### src/hw/rtl/rbst_pkg.sv
// Shared types and constants for the ray/box slab test unit.
package rbst_pkg;

    localparam int Q_W           = 32;
    localparam int THR_W         = 17;
    localparam int MAX_AXES      = 3;
    localparam int FIELD_COUNT   = 12;
    localparam int IN_DATA_W     = FIELD_COUNT * Q_W;
    localparam int OUT_DATA_W    = 64;
    localparam int DEF_FRAC_BITS = 16;
    localparam int DEF_AXES      = 3;

    localparam logic signed [Q_W-1:0] Q_INF = {1'b0, {(Q_W-1){1'b1}}};
    localparam logic signed [Q_W-1:0] Q_MIN = {1'b1, {(Q_W-1){1'b0}}};
    localparam logic [THR_W-1:0] THR_RESET  = THR_W'(1);

    // Per-lane side information that travels alongside the dividers
    typedef struct packed {
        logic neg_lo;
        logic neg_hi;
        logic parallel;
        logic par_miss;
    } rbst_tag_t;

    // What one lane hands to the merge stage
    typedef struct packed {
        logic                  miss;
        logic signed [Q_W-1:0] t_lo;
        logic signed [Q_W-1:0] t_hi;
    } rbst_lane_res_t;

endpackage

### src/hw/rtl/rbst_merge.sv
// Combine the lane intervals into the hit flag and the entry/exit distances.
module rbst_merge
    import rbst_pkg::*;
#(
    parameter int AXES = DEF_AXES
)
(
    input  rbst_lane_res_t lanes [0:AXES-1],
    output logic           hit,
    output logic [Q_W-2:0] t_near,
    output logic [Q_W-2:0] t_far
);

    logic signed [Q_W-1:0] near_v, far_v;
    logic                  any_miss;

    always_comb
    begin
        near_v   = '0;
        far_v    = Q_INF;
        any_miss = 1'b0;
        for (int a = 0; a < AXES; a++)
        begin
            any_miss = any_miss | lanes[a].miss;
            if (lanes[a].t_lo > near_v)
                near_v = lanes[a].t_lo;
            if (lanes[a].t_hi < far_v)
                far_v = lanes[a].t_hi;
        end
    end

    assign hit    = !any_miss && (near_v <= far_v);
    assign t_near = hit ? near_v[Q_W-2:0] : '0;
    assign t_far  = hit ? far_v[Q_W-2:0] : '0;

endmodule

### config.mk
export PLATFORM = sky130hd
export DESIGN_NAME = rbst_merge
export DESIGN_NICKNAME = d
export VERILOG_FILES = /design/src/hw/rtl/rbst_pkg.sv /design/src/hw/rtl/rbst_merge.sv
export SDC_FILE = /design/constraint.sdc
export NUM_CORES = 1
export LEC_CHECK = 0
export ABC_AREA = 0
export BUFFER_PORTS_ARGS = -buffer_cell sky130_fd_sc_hd__buf_2
export CORE_AREA = 2 2 125 103
export DETAILED_ROUTE_END_ITERATION = 10
export DIE_AREA = 0 0 127 105
export PLACE_DENSITY = 0.82
export SYNTH_ARGS = -nofsm -noshare
export SYNTH_HDL_FRONTEND = slang
export SYNTH_SLANG_ARGS = --single-unit
### constraint.sdc
create_clock -name vclk -period 19.44
set_input_delay 0.972 -clock vclk [all_inputs]
set_output_delay 0.972 -clock vclk [all_outputs]
set_load 0.1 [all_outputs]
# == Word level (Yosys, flattened, before mapping) ==
# Cells that the tools add are included.
# word_totals
reg_bits,0
elab_cells,19
# classes
n_lt_le_gt_ge,7
mux,8
bitwise,2
reduce_logical,2
# op_table
op,count
$mux 32,6
$gt 32x32->1,2
$lt 32x32->1,2
$mux 31,2
$gt 32x1->1 const B,1
$le 32x32->1,1
$lt 32x32->1 const B,1
$or 1x1->1,2
$logic_and 1x1->1,1
$logic_not 1->1,1

# == Longest topological paths before layout ==
# Gate-level depths: netlist of run 1.
# logic_depth
depth_word,9
depth_mapped,40

# == Least setup slack after synthesis of run 1 ==
# OpenSTA, ideal clock, no wires.
# synth_timing
path_type,input port to output port
startpoint,input port lanes[191] in the netlist's numbering
endpoint,output port t_near[10]
arrival_time_ns,10.222
setup_slack_ns,8.246
stages,38
path_cell_list,nor4_1 > nand4_1 > nor2_1 > nor2_1 > clkbuf_1 > nand2_1 > ha_1 > and4_1 > nand3_1 > or4_1 > nor4_2 > nor2b_1 > mux2_2 > buf_6 > buf_2 > a21oi_1 > ha_1 > a2111oi_0 > (+2 left out) > o211ai_1 > a311oi_1 > mux2i_1 > a31o_2 > clkbuf_1 > clkbuf_1 > a21oi_1 > ha_1 > nor2b_1 > o21a_1 > o21a_1 > o21ai_0 > a21oi_1 > a2111oi_0 > o22a_1 > a21oi_1 > clkbuf_1 > a211oi_1
# synth_between
elab_chain_len,9
# synth_rtl
element,line_no,rtl
start: declaration,rbst_merge.sv:8,"input rbst_lane_res_t lanes [0:AXES-1],"
$gt 32x1->1,rbst_merge.sv:25,if (lanes[a].t_lo > near_v)
$mux 32 *,rbst_merge.sv:25,
$gt 32x32->1,rbst_merge.sv:25,
$mux 32 *,rbst_merge.sv:25,
$gt 32x32->1,rbst_merge.sv:25,
$mux 32 *,rbst_merge.sv:25,
$le 32x32->1,rbst_merge.sv:32,assign hit = !any_miss && (near_v <= far_v);
$logic_and 1x1->1,rbst_merge.sv:32,
$mux 31 *,rbst_merge.sv:33,assign t_near = hit ? near_v[Q_W-2:0] : '0;
end: declaration,rbst_merge.sv:10,"output logic [Q_W-2:0] t_near,"
# Mark *: on every way between the ends. The rest lies on a longest branch, timed or not.

# == Worst setup path after layout of run 1 ==
# layout_timing
startpoint,input port lanes[187] in the netlist's numbering
endpoint,output port t_near[8]
# Same word-level chain as after synthesis.

==> qor.csv, run 1 <==
metric;value;unit
synthCells;820;
synthToLayoutAreaGrowth;23.43;%
crit_arrival;10940;ps
hold_viol_final;0;
layout-drive-gt1-share;29.66;%
rsz0062_at_grt;false;
yosysSeqAreaShare;0;%
seq_cells;0;
slew_violations;0;
status;finished clean;
relSlewSlack;43.40;%
seq_power_share;0;%
die_w;127;µm
grt_antenna_before_repair;1;
layout_min_cycle_time;11910;ps
p_clk_share;0;%
startpoint_type;input pin;
drt_wl_total;19190;µm
final_nets;1407;
leakage;4.023;nW
die_height;105;µm
cpMaxStageDelayCell;buf_4;
end_kind;output pin;
core_area;11980;µm²
clock.fmax;83.94;MHz
hold_start;lanes[50];
post-route-period-util;61.28;%
drtIter0Drc;490;
p_per_area;55.88;nW/µm²
tns;0;ps
port-buffer-count;258;
post_cts_buffers;0;
syn_nets;1173;
routabilityCongestion;0.9710;
netlist_area;5906;µm²
mostFrequentLayoutCells;258 x buf_2, 158 x ha_1, 117 x nor2_1;
vias;6828;
die-area;13340;µm²
crit_fanout;93;
grt_overflow_total;0;
fin_area;7289;µm²
rows;36;
cts_hold_buf;0;
crit_start;lanes[187];
grt_pass1_wl;30710;µm
routedWlPerCell;15.93;µm
switching_share;62.78;%
max_stage_delay;640;ps
p_sw;0.2558;mW
yosys_warnings;0;
io_pins;258;
max-vdd-ir-drop;0.04366;mV
hold_class;in -> out;
track_usage;27.43;%
synth_top_cell_by_area;ha_1;
grt_pass1_vias;6395;
p_comb_share;100.0;%
tightest_slew;827.5;ps
grt_max_degree;94;
post-dp-hpwl;17040;µm
antenna_left;0;
drc;0;
via_per_inst;5.666;
num-clock-buffers;0;
dr.pass1.iters;5;
ctsResizeCount;0;
regArea;0;µm²
intPower;0.1516;mW
layout_commonest_cell;buf_2;
synth_top_area_share;33.47;%
syn_area_per_cell;7.202;µm²
setup_violations;0;
start_util;49.29;%
max_cap_violations;0;
cp.required;18470;ps
synth.distinct_cells;56;
n_fill_cell;1109;
path_class;in -> out;
synthTopCellsByArea;ha_1 33%, a21oi_1 7.7%, nor2_1 7.4%, mux2i_1 5.6%, a211oi_1 5.2%;
placedInstanceArea;7287;µm²
-- layout make-up --
class	instances	area, µm²	area share (%)
Multi-Input combinational cell	718	5498	75.42
Tap cell	152	190.2	2.609
Inverter	70	262.8	3.605
Timing Repair Buffer	264	1336	18.33
Antenna cell	1	2.502	0.03433
-- layer usage --
layer	wire (µm)	global-route usage [%]	up-vias	part of all wire (%)
met3	1289	1.434	20	6.7
met5	0	0	-	0
li1	-	-	3520	-
met1	9160	39.89	3013	48
met2	8490	45.70	275	44
met4	252	3.532	0	1.3
-- synth_stat cells, types with 2 or more instances --
cell type / number
o221ai_1: 2
inv_1: 70
ha_1: 158
nor3_1: 9
clkbuf_1: 19
nand3_1: 15
o21ai_0: 30
a211oi_1: 41
a21o_1: 24
a31oi_1: 2
mux2_4: 15
nand2_1: 49
a21oi_2: 3
and2_1: 4
o21a_1: 8
nor4_1: 9
nand2b_1: 6
and4_1: 5
a2111oi_0: 7
o211ai_1: 2
mux2i_1: 33
nor2b_1: 8
o2111ai_1: 2
a311oi_1: 2
nor2_1: 117
mux2_2: 19
nor4_2: 2
and3_1: 2
buf_6: 3
nand4_1: 27
a21oi_1: 91
or3_1: 2
nand3b_1: 2
buf_2: 7
buf_8: 3
o31ai_1: 2
-- logic make-up (layout without fill, tap and decap cells) --
| group | Yosys count | after routing | share of synthesized area (%) |
|---|---|---|---|
| compound gates | 226 | 226 | 24.11 |
| xor+xnor | 1 | 1 | 0.2755 |
| fa+ha+maj | 158 | 158 | 33.47 |
| buf+inv | 102 | 334 | 7.585 |
| mux | 67 | 67 | 13.03 |
| other cells | 1 | 2 | 0.06350 |
| simple gates | 265 | 265 | 21.46 |
-- metrics by stage --
step,hold WS [ps],worst slack (ps),power (mW),utilization [%],std cells
2_1_floorplan,2430,8246,0.3101,-,820
3_3_place_gp,2524,8042,0.3978,60.82,1204
3_5_place_dp,2526,7865,0.4023,60.82,1204
4_1_cts,2531,7797,0.4049,60.82,1204
5_1_grt,2539,6585,0.4481,60.84,1205
6_report,2536,7526,0.4074,60.84,1205
-- final timing paths --
| check | cells past startpoint | slack [ps] | to |
|---|---|---|---|
| worst min-delay path | 4 | 2540 | t_near[18] |
| worst max-delay path | 40 | 7530 | t_near[8] |
-- worst max-delay path: cells and delay by family --
kind,cells,cell delay (ps)
muxes,2,810
buffers and inverters,6,2200
AOI/OAI and AO/OA,19,4500
and+or+nand+nor,10,1570
adders and majority gates,3,830
-- power by group through the flow --
stage,Clock (mW),Combinational [mW],Sequential [mW]
6_report,0.00000000690,0.407,0
5_1_grt,0.00000000689,0.448,0
4_1_cts,0,0.405,0
3_5_place_dp,0,0.402,0
3_3_place_gp,0,0.398,0
2_1_floorplan,0,0.310,0
No activity file was read; power rests on OpenSTA's default activity.
==> inputs of run 2 (changes only) <==
--- a/config.mk
+++ b/config.mk
@@ -7,10 +7,10 @@
 export LEC_CHECK = 0
 export ABC_AREA = 0
 export BUFFER_PORTS_ARGS = -buffer_cell sky130_fd_sc_hd__buf_2
-export CORE_AREA = 2 2 125 103
+export CORE_AREA = 2 2 130 107
 export DETAILED_ROUTE_END_ITERATION = 10
-export DIE_AREA = 0 0 127 105
-export PLACE_DENSITY = 0.82
+export DIE_AREA = 0 0 132 109
+export PLACE_DENSITY = 0.8
 export SYNTH_ARGS = -nofsm -noshare
 export SYNTH_HDL_FRONTEND = slang
 export SYNTH_SLANG_ARGS = --single-unit
==> constraint.sdc (replaced) <==
create_clock -name vclk -period 9.8
set_input_delay 0.49 -clock vclk [all_inputs]
set_output_delay 0.49 -clock vclk [all_outputs]
set_load 0.1 [all_outputs]
==> qor.csv, run 2 (synthesis results as in run 1) <==
metric;value;unit;change
path_class;in -> out;;unchanged
dr.pass1.iters;5;;unchanged
post-route-period-util;96.14;%;
cts_hold_buf;0;;unchanged
regArea;0;µm²;unchanged
tightest_slew;933.3;ps;was 827.5 ps
relSlewSlack;37.78;%;was 43.40%
setup_violations;0;;unchanged
clock.fmax;106.1;MHz;
layout_min_cycle_time;9422;ps;
hold-path-endpoint;t_far[29];;was t_near[18]
cpMaxStageDelayCell;a21oi_2;;was buf_4
fin_cells;1255;;was 1205
io_pins;258;;unchanged
grt_max_degree;33;;was 94
diodes;0;;was 1
tns;0;ps;unchanged
mostFrequentLayoutCells;195 x buf_2, 158 x ha_1, 112 x nor2_1;;was 258 x buf_2, 158 x ha_1, 117 x nor2_1
post-dp-hpwl;18100;µm;was 17040 µm
layout_commonest_cell;buf_2;;unchanged
core_area;13170;µm²;was 11980 µm²
p_sw;0.5580;mW;was 0.2558 mW
die_height;109;µm;was 105 µm
final_util;66.22;%;was 60.84%
p_clk_share;0;%;about the same
rows;38;;was 36
max_cap_violations;0;;unchanged
hold_viol_final;0;;unchanged
final_nets;1430;;was 1407
drtIter0Drc;495;;was 490
track_usage;27.31;%;was 27.43%
layout_setup_ws;378.1;ps;was 7526 ps
p_comb_share;100.0;%;about the same
grt_pass1_vias;6971;;was 6395
leakage;4.340;nW;was 4.023 nW
seq_cells;0;;unchanged
p_per_area;108.6;nW/µm²;was 55.88 nW/µm²
crit_fanout;32;;was 93
min_path_cells;5;;was 4
port-buffer-count;258;;unchanged
status;finished clean;;unchanged
num-clock-buffers;0;;unchanged
rsz0062_at_grt;true;;was false
slew_violations;0;;unchanged
grt_pass1_wl;32750;µm;was 30710 µm
synthToLayoutAreaGrowth;47.67;%;was 23.43%
cp.required;9310;ps;was 18470 ps
vias;7179;;was 6828
dp_cells;1243;;was 1204
via_per_inst;5.720;;was 5.666
end_kind;output pin;;unchanged
intPower;0.3891;mW;was 0.1516 mW
switching_share;58.91;%;was 62.78%
grt_antenna_before_repair;0;;was 1
hold_start;lanes[29];;was lanes[50]
seq_power_share;0;%;about the same
die-area;14390;µm²;was 13340 µm²
drc;0;;unchanged
routabilityCongestion;1.014;;was 0.9710
routedWlPerCell;17.14;µm;was 15.93 µm
startpoint_type;input pin;;unchanged
crit_arrival;8930;ps;was 10940 ps
max-vdd-ir-drop;0.06979;mV;was 0.04366 mV
start_util;44.84;%;was 49.29%
hold_class;in -> out;;unchanged
die_w;132;µm;was 127 µm
layout-drive-gt1-share;34.98;%;was 29.66%
grt_overflow_total;0;;unchanged
max_stage_delay;740;ps;was 640 ps
whs;1497;ps;was 2536 ps
drt_wl_total;21510;µm;was 19190 µm
pre_cts_slack;-73.85;ps;was 7865 ps
antenna_left;0;;unchanged
crit_top_cell;nor2_1;;
-- run 2: changes by cell type in the layout (fill, tap and decap cells not counted), sizes merged --
cell / before / now
a21oi: 94 / 98
buf: 264 / 282
clkbuf: 0 / 1
diode: 1 / 0
-- run 2: how the worst max path moves through the flow --
stage	start	endpoint	slack (ps)
3_3_place_gp	lanes[169]	hit	80
4_1_cts	lanes[166]	t_near[19]	220
3_5_place_dp	lanes[166]	hit	-70
6_report	lanes[162]	t_near[30]	380
2_1_floorplan	lanes[191]	t_near[10]	-430
5_1_grt	lanes[166]	t_near[12]	-140
-- run 2: power by group through the flow --
stage	logic (mW)	clock network (mW)	registers, mW
2_1_floorplan	0.617	0	0
3_3_place_gp	0.867	0	0
3_5_place_dp	0.886	0	0
4_1_cts	0.894	0	0
5_1_grt	1.03	0	0
6_report	0.947	0	0
-- run 2: per-layer routing --
metal,track usage (%),vias to the layer above,wire (µm)
li1,-,3566,-
met1,36.00,3289,9614
met2,48.07,305,9919
met3,4.649,19,1759
met4,3.649,0,217
met5,0,-,0
-- run 2: final cells by class --
class | instances | area (µm²)
Fill cell | 1124 | 4449
Tap cell | 180 | 225.2
Inverter | 70 | 262.8
Timing Repair Buffer | 283 | 2457
Multi-Input combinational cell | 722 | 5776
-- run 2: critical path, delay by kind of cell --
kind / cells / cell delay (ps)
AND/OR/NAND/NOR: 18 / 3610
AO/OA/AOI/OAI: 8 / 2380
multiplexers: 2 / 490
buffers and inverters: 6 / 1070
adder cells (fa/ha/maj): 3 / 820
-- run 2: timing repair --
action / 4_1_cts / 5_1_grt
gates cloned: 1 / 3
pin swaps: 1 / 7
setup endpoints to repair: 22 / 63
buffers inserted: 0 / 8
resized for setup: 1 / 48
-- run 2: metrics by stage --
stage                     total power [mW]  cell area [µm²]
after global routing                 1.027             8721
after floorplan                     0.6167             5921
after CTS                           0.8944             8391
after detailed placement            0.8864             8376
after global placement              0.8668             8376
final                               0.9471             8721
==> inputs of run 3 (changes only) <==
--- a/config.mk
+++ b/config.mk
@@ -5,11 +5,11 @@
 export SDC_FILE = /design/constraint.sdc
 export NUM_CORES = 1
 export LEC_CHECK = 0
-export ABC_AREA = 0
+export ABC_AREA = 1
 export BUFFER_PORTS_ARGS = -buffer_cell sky130_fd_sc_hd__buf_2
-export CORE_AREA = 2 2 130 107
+export CORE_AREA = 2 2 121 123
 export DETAILED_ROUTE_END_ITERATION = 10
-export DIE_AREA = 0 0 132 109
+export DIE_AREA = 0 0 123 125
 export PLACE_DENSITY = 0.8
 export SYNTH_ARGS = -nofsm -noshare
 export SYNTH_HDL_FRONTEND = slang
==> qor.csv, run 3 <==
metric;value;unit;change
layout_commonest_cell;nand2_1;;was buf_2
final_nets;1588;;was 1430
crit_arrival;8620;ps;was 8930 ps
via_per_inst;5.281;;was 5.720
grt_pass1_vias;7178;;was 6971
rows;44;;was 38
relSlewSlack;45.35;%;was 37.78%
path_class;in -> out;;unchanged
startpoint_type;input pin;;unchanged
synthCells;1008;;was 820
leakage;4.677;nW;was 4.340 nW
netlist_area;6469;µm²;was 5906 µm²
track_usage;25.86;%;was 27.31%
end_kind;output pin;;unchanged
cp.buffers_inverters;9;;was 6
syn_area_per_cell;6.417;µm²;was 7.202 µm²
vias;7494;;was 7179
layout_min_cycle_time;9108;ps;was 9422 ps
dr.pass1.iters;5;;unchanged
grt_antenna_before_repair;2;;was 0
routabilityCongestion;0.9371;;was 1.014
setup_violations;0;;unchanged
cpMaxStageDelayCell;or3_1;;was a21oi_2
rsz0062_at_grt;false;;was true
min_path_cells;4;;was 5
core_area;14200;µm²;was 13170 µm²
die-area;15380;µm²;was 14390 µm²
n_fill_cell;1367;;was 1124
port-buffer-count;258;;unchanged
slew_violations;0;;unchanged
max-vdd-ir-drop;0.07736;mV;was 0.06979 mV
crit_fanout;55;;was 32
synthTopCellsByArea;ha_1 31%, nand2_1 13%, nand3_2 9.6%, inv_1 7.0%, a21oi_1 6.0%;;was ha_1 33%, a21oi_1 7.7%, nor2_1 7.4%, mux2i_1 5.6%, a211oi_1 5.2%
layout-drive-gt1-share;33.41;%;was 34.98%
status;finished clean;;unchanged
routedWlPerCell;14.64;µm;was 17.14 µm
max_cap_violations;0;;unchanged
final_util;61.52;%;was 66.22%
grt_pass1_wl;33020;µm;was 32750 µm
syn_nets;1361;;was 1173
yosys_warnings;0;;unchanged
yosysSeqAreaShare;0;%;unchanged
multi_input_area;5729;µm²;was 5776 µm²
tightest_slew;818.6;ps;was 933.3 ps
clock.fmax;109.8;MHz;was 106.1 MHz
synth_top_area_share;30.56;%;was 33.47%
max_stage_delay;380;ps;was 740 ps
start_util;45.54;%;was 44.84%
drc;0;;unchanged
synth.distinct_cells;45;;was 56
die_height;125;µm;was 109 µm
yosysMostFrequentCell;nand2_1;;was ha_1
num-clock-buffers;0;;unchanged
tns;0;ps;unchanged
p_per_area;128.7;nW/µm²;was 108.6 nW/µm²
hold_viol_final;0;;unchanged
antenna_left;0;;unchanged
synthTopCellsByCount;222 x nand2_1, 158 x ha_1, 121 x inv_1, 77 x a21oi_1, 62 x nand3_2;;was 158 x ha_1, 117 x nor2_1, 91 x a21oi_1, 70 x inv_1, 49 x nand2_1
die_w;123;µm;was 132 µm
post-route-period-util;92.93;%;was 96.14%
cts_hold_buf;0;;unchanged
synth_top_cell_by_area;ha_1;;unchanged
cp_num_cells;46;;was 37
post-dp-hpwl;18480;µm;was 18100 µm
mostFrequentLayoutCells;222 x nand2_1, 195 x buf_2, 158 x ha_1;;was 195 x buf_2, 158 x ha_1, 112 x nor2_1
synthToLayoutAreaGrowth;35.09;%;was 47.67%
cp.required;9310;ps;about the same
regArea;0;µm²;unchanged
drt_wl_total;20770;µm;was 21510 µm
io_pins;258;;unchanged
drtIter0Drc;347;;was 495
grt_max_degree;63;;was 33
critPathTopFamily;simple AND/OR/NAND/NOR gates;;unchanged
seq_cells;0;;unchanged
grt_overflow_total;0;;unchanged
hold_class;in -> out;;unchanged
-- run 3: changes by cell type in the layout (fill, tap and decap cells not counted), sizes merged, moves of 33 or more --
cell,previous run,this run
inv,70,126
nand2,49,259
mux2,34,0
nand3,15,77
mux2i,33,0
a211oi,41,6
o21ai,31,101
-- run 3: cells by family after synthesis --
| group | after synthesis | synth area share [%] |
|---|---|---|
| adders and majority gates | 158 | 30.56 |
| AOI/OAI and AO/OA | 214 | 18.43 |
| other | 1 | 0.05797 |
| and+or+nand+nor | 470 | 39.09 |
| buffers and inverters | 165 | 11.86 |
-- run 3: where the power goes --
| part | internal (mW) | switching (mW) | total (mW) |
|---|---|---|---|
| Clock | 0.0000000273 | 0 | 0.0000000273 |
| Combinational | 0.395 | 0.730 | 1.13 |
| Sequential | 0 | 0 | 0 |
| Total | 0.395 | 0.730 | 1.13 |
-- run 3: worst paths after layout --
kind | from | end | slack, ps
worst min-delay path | lanes[64] | hit | 1480
worst max-delay path | lanes[186] | t_near[5] | 690
-- run 3: timing repair --
action / CTS / global route
setup buffers: 0 / 0
endpoints found under the setup margin: 0 / 62
hold endpoints to repair: 0 / 0
gates resized for setup: 0 / 9
-- run 3: stage by stage --
stage / hold slack (ps) / power (mW) / setup slack (ps) / area, µm² / std cells
global route: 1514 / 1.247 / 19.82 / 8738 / 1419
CTS: 1479 / 1.124 / 271.9 / 8705 / 1417
finish: 1477 / 1.125 / 692.5 / 8738 / 1419
global placement: 1473 / 1.094 / 417.1 / 8705 / 1417
floorplan: 1280 / 0.8317 / 110.9 / 6474 / 1008
detailed placement: 1479 / 1.120 / 289.7 / 8705 / 1417
-- run 3: area by class of cell --
class | count | area share [%]
Multi-Input combinational cell | 843 | 65.56
Timing Repair Buffer | 264 | 26.30
Inverter | 126 | 5.441
Tap cell | 184 | 2.635
Antenna cell | 2 | 0.05727
-- run 3: layer usage --
metal  wire (µm)  vias up  global-route usage [%]
met5           0        -                       0
met4         767        0                   8.289
met3        1378       47                   2.509
met2        9679      268                   45.34
met1        8947     3295                   32.85
li1            -     3884                       -
